--- src/design/fpdc_pkg.sv ---
package fpdc_pkg;

    localparam int ALT_W    = 24;
    localparam int PITCH_W  = 16;
    localparam int TIME_W   = 32;
    localparam int LEVEL_W  = 23;
    localparam int STEP_W   = 17;
    localparam int PERIOD_W = 16;
    localparam int COUNT_W  = 16;
    localparam int CFG_IDX_W  = 3;
    localparam int CFG_DATA_W = 23;

    // floor(now / 1000) = (now * DIV_MAGIC) >> DIV_SHIFT, exact for any 32 bit now
    localparam int DIV_MAGIC_W = 29;
    localparam int DIV_SHIFT   = 38;
    localparam int PROD_W      = TIME_W + DIV_MAGIC_W;
    localparam logic [DIV_MAGIC_W-1:0] DIV_MAGIC = 29'h1062_4DD3;

    // remainder mod 1000 fits in 10 bits, so only the low bits take part
    localparam int REM_W = 10;
    localparam logic [REM_W-1:0] BLINK_CYCLE_MS = 10'd1000;
    localparam logic [REM_W-1:0] BLINK_ON_MS    = 10'd100;

    localparam logic [1:0] MOTION_LEVEL = 2'd0;
    localparam logic [1:0] MOTION_CLIMB = 2'd1;
    localparam logic [1:0] MOTION_FALL  = 2'd2;

    localparam logic [1:0] SIDE_BEFORE = 2'd1;
    localparam logic [1:0] SIDE_AFTER  = 2'd2;

    localparam logic [2:0] PHASE_PAD      = 3'd1;
    localparam logic [2:0] PHASE_ASCENT   = 3'd2;
    localparam logic [2:0] PHASE_APOGEE   = 3'd3;
    localparam logic [2:0] PHASE_DESCENT1 = 3'd4;
    localparam logic [2:0] PHASE_DESCENT2 = 3'd5;
    localparam logic [2:0] PHASE_LANDED   = 3'd6;
    localparam logic [2:0] PHASE_ERROR    = 3'd7;

    localparam logic [CFG_IDX_W-1:0] REG_APOGEE_LEVEL = 3'd0;
    localparam logic [CFG_IDX_W-1:0] REG_MAIN_LEVEL   = 3'd1;
    localparam logic [CFG_IDX_W-1:0] REG_GROUND_LEVEL = 3'd2;
    localparam logic [CFG_IDX_W-1:0] REG_CLIMB_STEP   = 3'd3;
    localparam logic [CFG_IDX_W-1:0] REG_PITCH_LIMIT  = 3'd4;
    localparam logic [CFG_IDX_W-1:0] REG_REPORT_PER   = 3'd5;

    typedef struct packed {
        logic [LEVEL_W-1:0]         apogee_level;
        logic [LEVEL_W-1:0]         main_deploy_level;
        logic [LEVEL_W-1:0]         ground_level;
        logic [STEP_W-1:0]          climb_step;
        logic signed [PITCH_W-1:0]  pitch_limit;
        logic [PERIOD_W-1:0]        report_period_ms;
    } cfg_t;

    typedef struct packed {
        logic signed [ALT_W-1:0]   altitude;
        logic signed [PITCH_W-1:0] pitch;
        logic [TIME_W-1:0]         now;
        logic [REM_W-1:0]          quot_lo;
    } sample_t;

endpackage

--- src/design/fpdc_cfg.sv ---
module fpdc_cfg (
    input  logic                           clk,
    input  logic                           rst_n,
    input  logic                           cfg_valid,
    input  logic [fpdc_pkg::CFG_IDX_W-1:0]  cfg_index,
    input  logic [fpdc_pkg::CFG_DATA_W-1:0] cfg_data,
    output fpdc_pkg::cfg_t                 cfg
);
    import fpdc_pkg::*;

    cfg_t cfg_reg;

    always_ff @(posedge clk or negedge rst_n)
    begin
        if (!rst_n)
        begin
            cfg_reg.apogee_level      <= 23'd270000;
            cfg_reg.main_deploy_level <= 23'd60000;
            cfg_reg.ground_level      <= 23'd3000;
            cfg_reg.climb_step        <= 17'd500;
            cfg_reg.pitch_limit       <= 16'sd1000;
            cfg_reg.report_period_ms  <= 16'd1000;
        end
        else if (cfg_valid)
        begin
            case (cfg_index)
                REG_APOGEE_LEVEL: cfg_reg.apogee_level      <= cfg_data[LEVEL_W-1:0];
                REG_MAIN_LEVEL:   cfg_reg.main_deploy_level <= cfg_data[LEVEL_W-1:0];
                REG_GROUND_LEVEL: cfg_reg.ground_level      <= cfg_data[LEVEL_W-1:0];
                REG_CLIMB_STEP:   cfg_reg.climb_step        <= cfg_data[STEP_W-1:0];
                REG_PITCH_LIMIT:  cfg_reg.pitch_limit       <= $signed(cfg_data[PITCH_W-1:0]);
                REG_REPORT_PER:   cfg_reg.report_period_ms  <= cfg_data[PERIOD_W-1:0];
                default: ;
            endcase
        end
    end

    assign cfg = cfg_reg;

endmodule

--- src/design/fpdc_front.sv ---
module fpdc_front (
    input  logic                                clk,
    input  logic                                rst_n,
    input  logic                                sample_valid,
    output logic                                sample_stall,
    input  logic signed [fpdc_pkg::ALT_W-1:0]   altitude_cm,
    input  logic signed [fpdc_pkg::PITCH_W-1:0] pitch_centideg,
    input  logic [fpdc_pkg::TIME_W-1:0]         now_ms,
    input  logic                                take,
    output logic                                smp_valid,
    output fpdc_pkg::sample_t                   smp
);
    import fpdc_pkg::*;

    logic               smp_valid_reg;
    logic               smp_valid_next;
    sample_t            smp_reg;
    logic [PROD_W-1:0]  prod;
    logic               load;

    // quotient by 1000 taken right at the input, the core only needs its low bits
    assign prod = {{DIV_MAGIC_W{1'b0}}, now_ms} * {{TIME_W{1'b0}}, DIV_MAGIC};

    assign sample_stall = smp_valid_reg && !take;
    assign load = sample_valid && !sample_stall;

    always_comb
    begin
        smp_valid_next = smp_valid_reg;
        if (load)
            smp_valid_next = 1'b1;
        else if (take)
            smp_valid_next = 1'b0;
    end

    always_ff @(posedge clk or negedge rst_n)
    begin
        if (!rst_n)
            smp_valid_reg <= 1'b0;
        else
            smp_valid_reg <= smp_valid_next;
    end

    always_ff @(posedge clk)
    begin
        if (load)
        begin
            smp_reg.altitude <= altitude_cm;
            smp_reg.pitch    <= pitch_centideg;
            smp_reg.now      <= now_ms;
            smp_reg.quot_lo  <= prod[DIV_SHIFT+REM_W-1:DIV_SHIFT];
        end
    end

    assign smp_valid = smp_valid_reg;
    assign smp = smp_reg;

endmodule

--- src/design/fpdc_core.sv ---
module fpdc_core (
    input  logic                                clk,
    input  logic                                rst_n,
    input  fpdc_pkg::cfg_t                      cfg,
    input  logic                                smp_valid,
    input  fpdc_pkg::sample_t                   smp,
    output logic                                take,
    output logic                                result_valid,
    input  logic                                result_stall,
    output logic [1:0]                          motion,
    output logic [1:0]                          apogee_side,
    output logic [2:0]                          flight_phase,
    output logic                                drogue_fire,
    output logic                                main_fire,
    output logic                                buzzer_on,
    output logic                                report_due,
    output logic [fpdc_pkg::COUNT_W-1:0]        report_number
);
    import fpdc_pkg::*;

    localparam int CMP_W = ALT_W + 2;

    // flight state
    logic signed [ALT_W-1:0] ref_alt_reg;
    logic [TIME_W-1:0]       last_time_reg;
    logic                    climbed_reg;
    logic                    drogue_reg;
    logic                    main_reg;
    logic                    buzzer_reg;
    logic [COUNT_W-1:0]      count_reg;

    logic                    climbed_next;
    logic                    drogue_next;
    logic                    main_next;
    logic                    buzzer_next;
    logic [COUNT_W-1:0]      count_next;

    // result register
    logic                    result_valid_reg;
    logic                    result_valid_next;
    logic [1:0]              motion_reg;
    logic [1:0]              side_reg;
    logic [2:0]              phase_reg;
    logic                    due_reg;

    logic signed [CMP_W-1:0] alt_w;
    logic signed [CMP_W-1:0] ref_w;
    logic signed [CMP_W-1:0] diff;
    logic signed [CMP_W-1:0] step_w;
    logic signed [CMP_W-1:0] apo_w;
    logic signed [CMP_W-1:0] main_w;
    logic signed [CMP_W-1:0] gnd_w;
    logic [REM_W-1:0]        rem;
    logic                    blink;
    logic [TIME_W-1:0]       elapsed;
    logic                    due;
    logic [1:0]              motion_c;
    logic [1:0]              side_c;
    logic [2:0]              phase_c;

    assign take = smp_valid && (!result_valid_reg || !result_stall);

    assign alt_w  = $signed({{2{smp.altitude[ALT_W-1]}}, smp.altitude});
    assign ref_w  = $signed({{2{ref_alt_reg[ALT_W-1]}}, ref_alt_reg});
    assign diff   = alt_w - ref_w;
    assign step_w = $signed({{(CMP_W-STEP_W){1'b0}}, cfg.climb_step});
    assign apo_w  = $signed({{(CMP_W-LEVEL_W){1'b0}}, cfg.apogee_level});
    assign main_w = $signed({{(CMP_W-LEVEL_W){1'b0}}, cfg.main_deploy_level});
    assign gnd_w  = $signed({{(CMP_W-LEVEL_W){1'b0}}, cfg.ground_level});

    // now mod 1000, low bits are enough since the remainder stays below 1024
    assign rem   = smp.now[REM_W-1:0] - REM_W'(smp.quot_lo * BLINK_CYCLE_MS);
    assign blink = rem < BLINK_ON_MS;

    assign elapsed = smp.now - last_time_reg;
    assign due     = elapsed > {{(TIME_W-PERIOD_W){1'b0}}, cfg.report_period_ms};

    always_comb
    begin
        climbed_next = climbed_reg;
        drogue_next  = drogue_reg;
        main_next    = main_reg;
        buzzer_next  = buzzer_reg;

        if (diff > step_w)
        begin
            motion_c     = MOTION_CLIMB;
            climbed_next = 1'b1;
        end
        else if (diff < -step_w)
            motion_c = MOTION_FALL;
        else
            motion_c = MOTION_LEVEL;

        if (motion_c == MOTION_CLIMB || (motion_c == MOTION_LEVEL && !climbed_reg))
            side_c = SIDE_BEFORE;
        else
            side_c = SIDE_AFTER;

        // strict compares, a value sitting on a threshold falls to the error phase
        if (side_c == SIDE_BEFORE && alt_w < gnd_w)
            phase_c = PHASE_PAD;
        else if (side_c == SIDE_BEFORE && alt_w > gnd_w && alt_w < apo_w)
            phase_c = PHASE_ASCENT;
        else if (alt_w > apo_w && smp.pitch < cfg.pitch_limit)
        begin
            phase_c     = PHASE_APOGEE;
            drogue_next = 1'b1;
        end
        else if (side_c == SIDE_AFTER && alt_w < apo_w && alt_w > main_w)
            phase_c = PHASE_DESCENT1;
        else if (side_c == SIDE_AFTER && alt_w < main_w && alt_w > gnd_w)
        begin
            phase_c   = PHASE_DESCENT2;
            main_next = 1'b1;
        end
        else if (side_c == SIDE_AFTER && alt_w < gnd_w)
        begin
            phase_c     = PHASE_LANDED;
            buzzer_next = 1'b1;
        end
        else
        begin
            phase_c     = PHASE_ERROR;
            buzzer_next = blink;
        end
    end

    assign count_next = due ? count_reg + 1'b1 : count_reg;

    always_comb
    begin
        result_valid_next = result_valid_reg;
        if (take)
            result_valid_next = 1'b1;
        else if (!result_stall)
            result_valid_next = 1'b0;
    end

    always_ff @(posedge clk or negedge rst_n)
    begin
        if (!rst_n)
        begin
            result_valid_reg <= 1'b0;
            ref_alt_reg      <= '0;
            last_time_reg    <= '0;
            climbed_reg      <= 1'b0;
            drogue_reg       <= 1'b0;
            main_reg         <= 1'b0;
            buzzer_reg       <= 1'b0;
            count_reg        <= '0;
        end
        else
        begin
            result_valid_reg <= result_valid_next;
            if (take)
            begin
                climbed_reg <= climbed_next;
                drogue_reg  <= drogue_next;
                main_reg    <= main_next;
                buzzer_reg  <= buzzer_next;
                count_reg   <= count_next;
                if (due)
                begin
                    last_time_reg <= smp.now;
                    ref_alt_reg   <= smp.altitude;
                end
            end
        end
    end

    always_ff @(posedge clk)
    begin
        if (take)
        begin
            motion_reg <= motion_c;
            side_reg   <= side_c;
            phase_reg  <= phase_c;
            due_reg    <= due;
        end
    end

    assign result_valid  = result_valid_reg;
    assign motion        = motion_reg;
    assign apogee_side   = side_reg;
    assign flight_phase  = phase_reg;
    assign drogue_fire   = drogue_reg;
    assign main_fire     = main_reg;
    assign buzzer_on     = buzzer_reg;
    assign report_due    = due_reg;
    assign report_number = count_reg;

`ifndef SYNTH
    a_drogue_sticky: assert property (@(posedge clk) disable iff (!rst_n)
        drogue_reg |=> drogue_reg)
        else $error("drogue latch dropped");

    a_main_sticky: assert property (@(posedge clk) disable iff (!rst_n)
        main_reg |=> main_reg)
        else $error("main latch dropped");

    a_apogee_fires: assert property (@(posedge clk) disable iff (!rst_n)
        result_valid_reg && phase_reg == PHASE_APOGEE |-> drogue_reg)
        else $error("apogee phase without drogue drive");

    a_landed_buzz: assert property (@(posedge clk) disable iff (!rst_n)
        result_valid_reg && phase_reg == PHASE_LANDED |-> buzzer_reg)
        else $error("landed phase without buzzer");

    a_report_count: assert property (@(posedge clk) disable iff (!rst_n)
        take && due |=> count_reg == $past(count_reg) + 1'b1)
        else $error("report count did not advance");
`endif

endmodule

--- src/design/flight_phase_deploy_controller.sv ---
// flight phase and deploy controller
//
// sample channel: sample_valid / sample_stall with altitude_cm, pitch_centideg
// and now_ms; a beat moves when valid is high and stall is low.
// result channel: result_valid / result_stall with motion, apogee_side,
// flight_phase, drogue_fire, main_fire, buzzer_on, report_due, report_number.
// one result beat per sample beat, in order.
// config channel: cfg_valid / cfg_ready with cfg_index and cfg_data; ready is
// always high, unknown index ignored; the user lets writes go in only while no
// sample is in flight; the block itself does not enforce this.
//
// an accepted sample passes the input register with the divide-by-1000 product,
// then phase logic into the result register, before its result beat can move.
// throughput is one sample per cycle while result_stall is low, limited by the
// flight state that each sample updates in the result stage.
// while the receiver stalls the result is held and one more sample can wait in
// the input register; after that sample_stall goes high.
// reset clears the flight state, latches, report count and reference altitude,
// and loads the threshold registers with their defaults.
module flight_phase_deploy_controller (
    input  logic                                  clk,
    input  logic                                  rst_n,
    input  logic                                  sample_valid,
    output logic                                  sample_stall,
    input  logic signed [fpdc_pkg::ALT_W-1:0]     altitude_cm,
    input  logic signed [fpdc_pkg::PITCH_W-1:0]   pitch_centideg,
    input  logic [fpdc_pkg::TIME_W-1:0]           now_ms,
    output logic                                  result_valid,
    input  logic                                  result_stall,
    output logic [1:0]                            motion,
    output logic [1:0]                            apogee_side,
    output logic [2:0]                            flight_phase,
    output logic                                  drogue_fire,
    output logic                                  main_fire,
    output logic                                  buzzer_on,
    output logic                                  report_due,
    output logic [fpdc_pkg::COUNT_W-1:0]          report_number,
    input  logic                                  cfg_valid,
    output logic                                  cfg_ready,
    input  logic [fpdc_pkg::CFG_IDX_W-1:0]        cfg_index,
    input  logic [fpdc_pkg::CFG_DATA_W-1:0]       cfg_data
);
    import fpdc_pkg::*;

    cfg_t    cfg;
    sample_t smp;
    logic    smp_valid;
    logic    take;

    assign cfg_ready = 1'b1;

    fpdc_cfg u_cfg (
        .clk       (clk),
        .rst_n     (rst_n),
        .cfg_valid (cfg_valid),
        .cfg_index (cfg_index),
        .cfg_data  (cfg_data),
        .cfg       (cfg)
    );

    fpdc_front u_front (
        .clk            (clk),
        .rst_n          (rst_n),
        .sample_valid   (sample_valid),
        .sample_stall   (sample_stall),
        .altitude_cm    (altitude_cm),
        .pitch_centideg (pitch_centideg),
        .now_ms         (now_ms),
        .take           (take),
        .smp_valid      (smp_valid),
        .smp            (smp)
    );

    fpdc_core u_core (
        .clk           (clk),
        .rst_n         (rst_n),
        .cfg           (cfg),
        .smp_valid     (smp_valid),
        .smp           (smp),
        .take          (take),
        .result_valid  (result_valid),
        .result_stall  (result_stall),
        .motion        (motion),
        .apogee_side   (apogee_side),
        .flight_phase  (flight_phase),
        .drogue_fire   (drogue_fire),
        .main_fire     (main_fire),
        .buzzer_on     (buzzer_on),
        .report_due    (report_due),
        .report_number (report_number)
    );

endmodule
--- config.mk ---
export PLATFORM = sky130hd
export DESIGN_NAME = flight_phase_deploy_controller
export DESIGN_NICKNAME = d
export VERILOG_FILES = /design/src/design/fpdc_pkg.sv /design/src/design/fpdc_cfg.sv /design/src/design/fpdc_front.sv /design/src/design/fpdc_core.sv /design/src/design/flight_phase_deploy_controller.sv
export SDC_FILE = /design/constraint.sdc
export NUM_CORES = 1
export LEC_CHECK = 0
export ABC_CLOCK_PERIOD_IN_PS = 7900
export BUFFER_PORTS_ARGS = -buffer_cell sky130_fd_sc_hd__buf_4
export CORE_ASPECT_RATIO = 1.4
export CORE_MARGIN = 2
export CORE_UTILIZATION = 45
export CTS_CLUSTER_SIZE = 24
export DETAILED_ROUTE_END_ITERATION = 16
export PLACE_DENSITY = 0.67
export SLEW_MARGIN = 20
export SYNTH_ARGS = -nofsm -noshare
export SYNTH_HDL_FRONTEND = slang
export SYNTH_SLANG_ARGS = --single-unit
export TNS_END_PERCENT = 50
--- constraint.sdc ---
create_clock -name clk -period 7.9 [get_ports clk]
set_clock_uncertainty 0.1 [all_clocks]
set_input_delay 0.395 -clock clk [delete_from_list [all_inputs] [get_ports clk]]
set_output_delay 0.395 -clock clk [all_outputs]
set_load 0.01 [all_outputs]
==> metrics <==
Final Instance Area 33640 um2; Detailed Routing Iterations Pass 1 5; total wire length 75.24 mm; placed inst area 31920 um2; status finished clean; Clk Latency, worst-skew pair 0.60 ns; NumNets Final 4051; most used cell, CP fa_1; initial antenna violation count 1; Setup Fix Bufs, Post-CTS 0; DIE WIDTH 222.1 um; pins over their slew limit 0; worst-case reg-to-reg path depth 22; asr flop ratio synth 0.6926; cell taking the most area after synthesis ha_1; setup_tns 0 ns; GR Util All Layers 0.2253; CP Launch Type input port; TritonCTS clock tree built; Inst Count DP 3902; library cells used by synthesis 77; Slew Limit Headroom 0.2501; die area 68720 um2; clk slew on worst S/H paths 0.06 ns; wire length per cell 18.69 um; Via Count 21180; Setup Viol. Count Final 0; Synth Cell Area 29970 um2; WHS Path Cells 1; top cells by area, synth ha_1 (22%), fa_1 (19%), dfrtp_1 (13%); post-synth top area share 0.2158; CP endpoint kind flop; CORE AREA 66280 um2; Routed Antenna Nets 0; Synth Flop Type dfrtp_1; Detailed Place HPWL 60.48 mm; Chip Height 309.4 um; Highest Clock Rate 132.4 MHz; htree depth 1; number of synthesized flops with an enable pin 87; Final period util 0.9562; clock tree buffer depth 3; max cap viols 0; CP Data Required Time 8.14 ns; YS warnings 0; initial drt markers 990; Remaining Overflow, GRT 0; area delta synth->final 12.23%; critical path type input port to flop; antenna diode count 0; most common cell after layout, fill and taps aside inv_1; Synth Register Bits 283; vias per cell 5.260; HP Class input port to flop; IO Port Bufs 131; layout cell share with drive strength beyond 1 0.1129; IO Pins 133; post-CTS resize count 0; Fin. Hold Viols 0; register area share after synthesis 0.2525; CP max-delay cell a2111oi_0; floorplan row count 112; Avg Cell Area, Syn 10.17 um2; Mapped Cells 2947; crit-path max FO 11; drt drc 0; post-layout min period 7.554 ns; fin cells 4026; Synth Net Count 3851; vias in the first global route 22530; root buf cell clkbuf_16; Num Clock Sinks 283; CTS buffer count 30; initial cell density of the core 0.4522; Placer Congestion 0.9208; max reg flops 118; CP max stage delay 0.62 ns; pin slew with the least headroom to its limit 1.119 ns; global-route wire length before repair 120.3 mm; RSZ-0062 raised after global routing false; WP data arrival 7.79 ns; most frequent cells in the layout inv_1 (682), ha_1 (517), fa_1 (284); largest net degree at the start of global routing 74
==> cells in the mapped netlist (all sizes together), types with 4 or more instances <==
cell type,instances
and3,14
clkbuf,31
nand3,35
and4,7
a21o,71
o21ai,163
xor2,35
ha,517
nand2b,20
inv,682
a21oi,109
a2111oi,9
xnor2,75
o22ai,4
o211ai,12
o311ai,4
nor2,80
dfstp,40
nand3b,4
nand4,36
buf,14
or3,6
mux2,91
fa,284
nand2,145
nor3b,8
dfrtp,156
nor3,35
o31ai,6
nor2b,25
or4,7
edfxtp,87
a211oi,26
nor4,21
o21bai,7
a31oi,10
o21a,22
or2,9
and2,5
==> stage by stage <==
stage / hold WS, ns / utilization / setup slack [ns]
finish: 0.02371 / 0.5075 / 0.3460
global route: 0.02121 / 0.5075 / 0.09204
CTS: 0.001499 / 0.5075 / 0.3563
detailed placement: 0.3488 / 0.4815 / 0.2875
global placement: 0.3453 / 0.4815 / 0.3396
floorplan: -0.0005911 / - / 1.251
==> logic make-up after synthesis <==
family	share of synthesized area
AO/OA/AOI/OAI	0.09834
XOR/XNOR	0.03214
adder cells (fa/ha/maj)	0.4055
buffers and inverters	0.09384
flip-flops	0.2525
multiplexers	0.04099
other	0.0001251
AND/OR/NAND/NOR	0.07664
==> critical path: cells and delay by family <==
kind | cells | cell delay (ns)
xor+xnor | 1 | 0.09
simple gates | 3 | 0.35
buf+inv | 9 | 1.36
compound gates | 5 | 1.38
fa+ha+maj | 9 | 4.22
==> final cells by class <==
class	count	area [um2]
Inverter	682	2560
Multi-Input combinational cell	1937	19630
Sequential cell	283	7567
Fill cell	6073	32640
Timing Repair Buffer	213	1775
Clock buffer	39	880.8
Tap cell	855	1070
Clock inverter	17	161.4
==> final timing paths <==
kind                                     from                       end  slack, ns
max                                now_ms[16]            u_front.smp[5]       0.35
min                                now_ms[29]           u_front.smp[39]       0.02
max reg2reg                   u_front.smp[10]  u_core.last_time_reg[31]       1.68
min reg2reg                u_core.climbed_reg        u_core.climbed_reg       0.36
max in group asynchronous               rst_n  u_core.last_time_reg[23]       6.01
min in group asynchronous               rst_n            u_cfg.cfg[114]       0.27
==> layer usage <==
metal  part of all wire  GRT usage  routed length (um)  vias up
met5                  0          0                   0        -
met4              0.058     0.1135                4374        0
met3              0.027    0.01667                2031      181
met2               0.54     0.4416               40700      420
met1               0.37     0.2420               28130    10420
li1                   -          -                   -    10160
==> what timing repair did <==
item                       CTS  global route
setup endpoints to repair    0             0
hold endpoints to repair   168             0
hold buffers                68             0
Power is left out: the tool's default activity adds up to more than one toggle a clock period on the data nets, which glitch-free logic cannot reach.
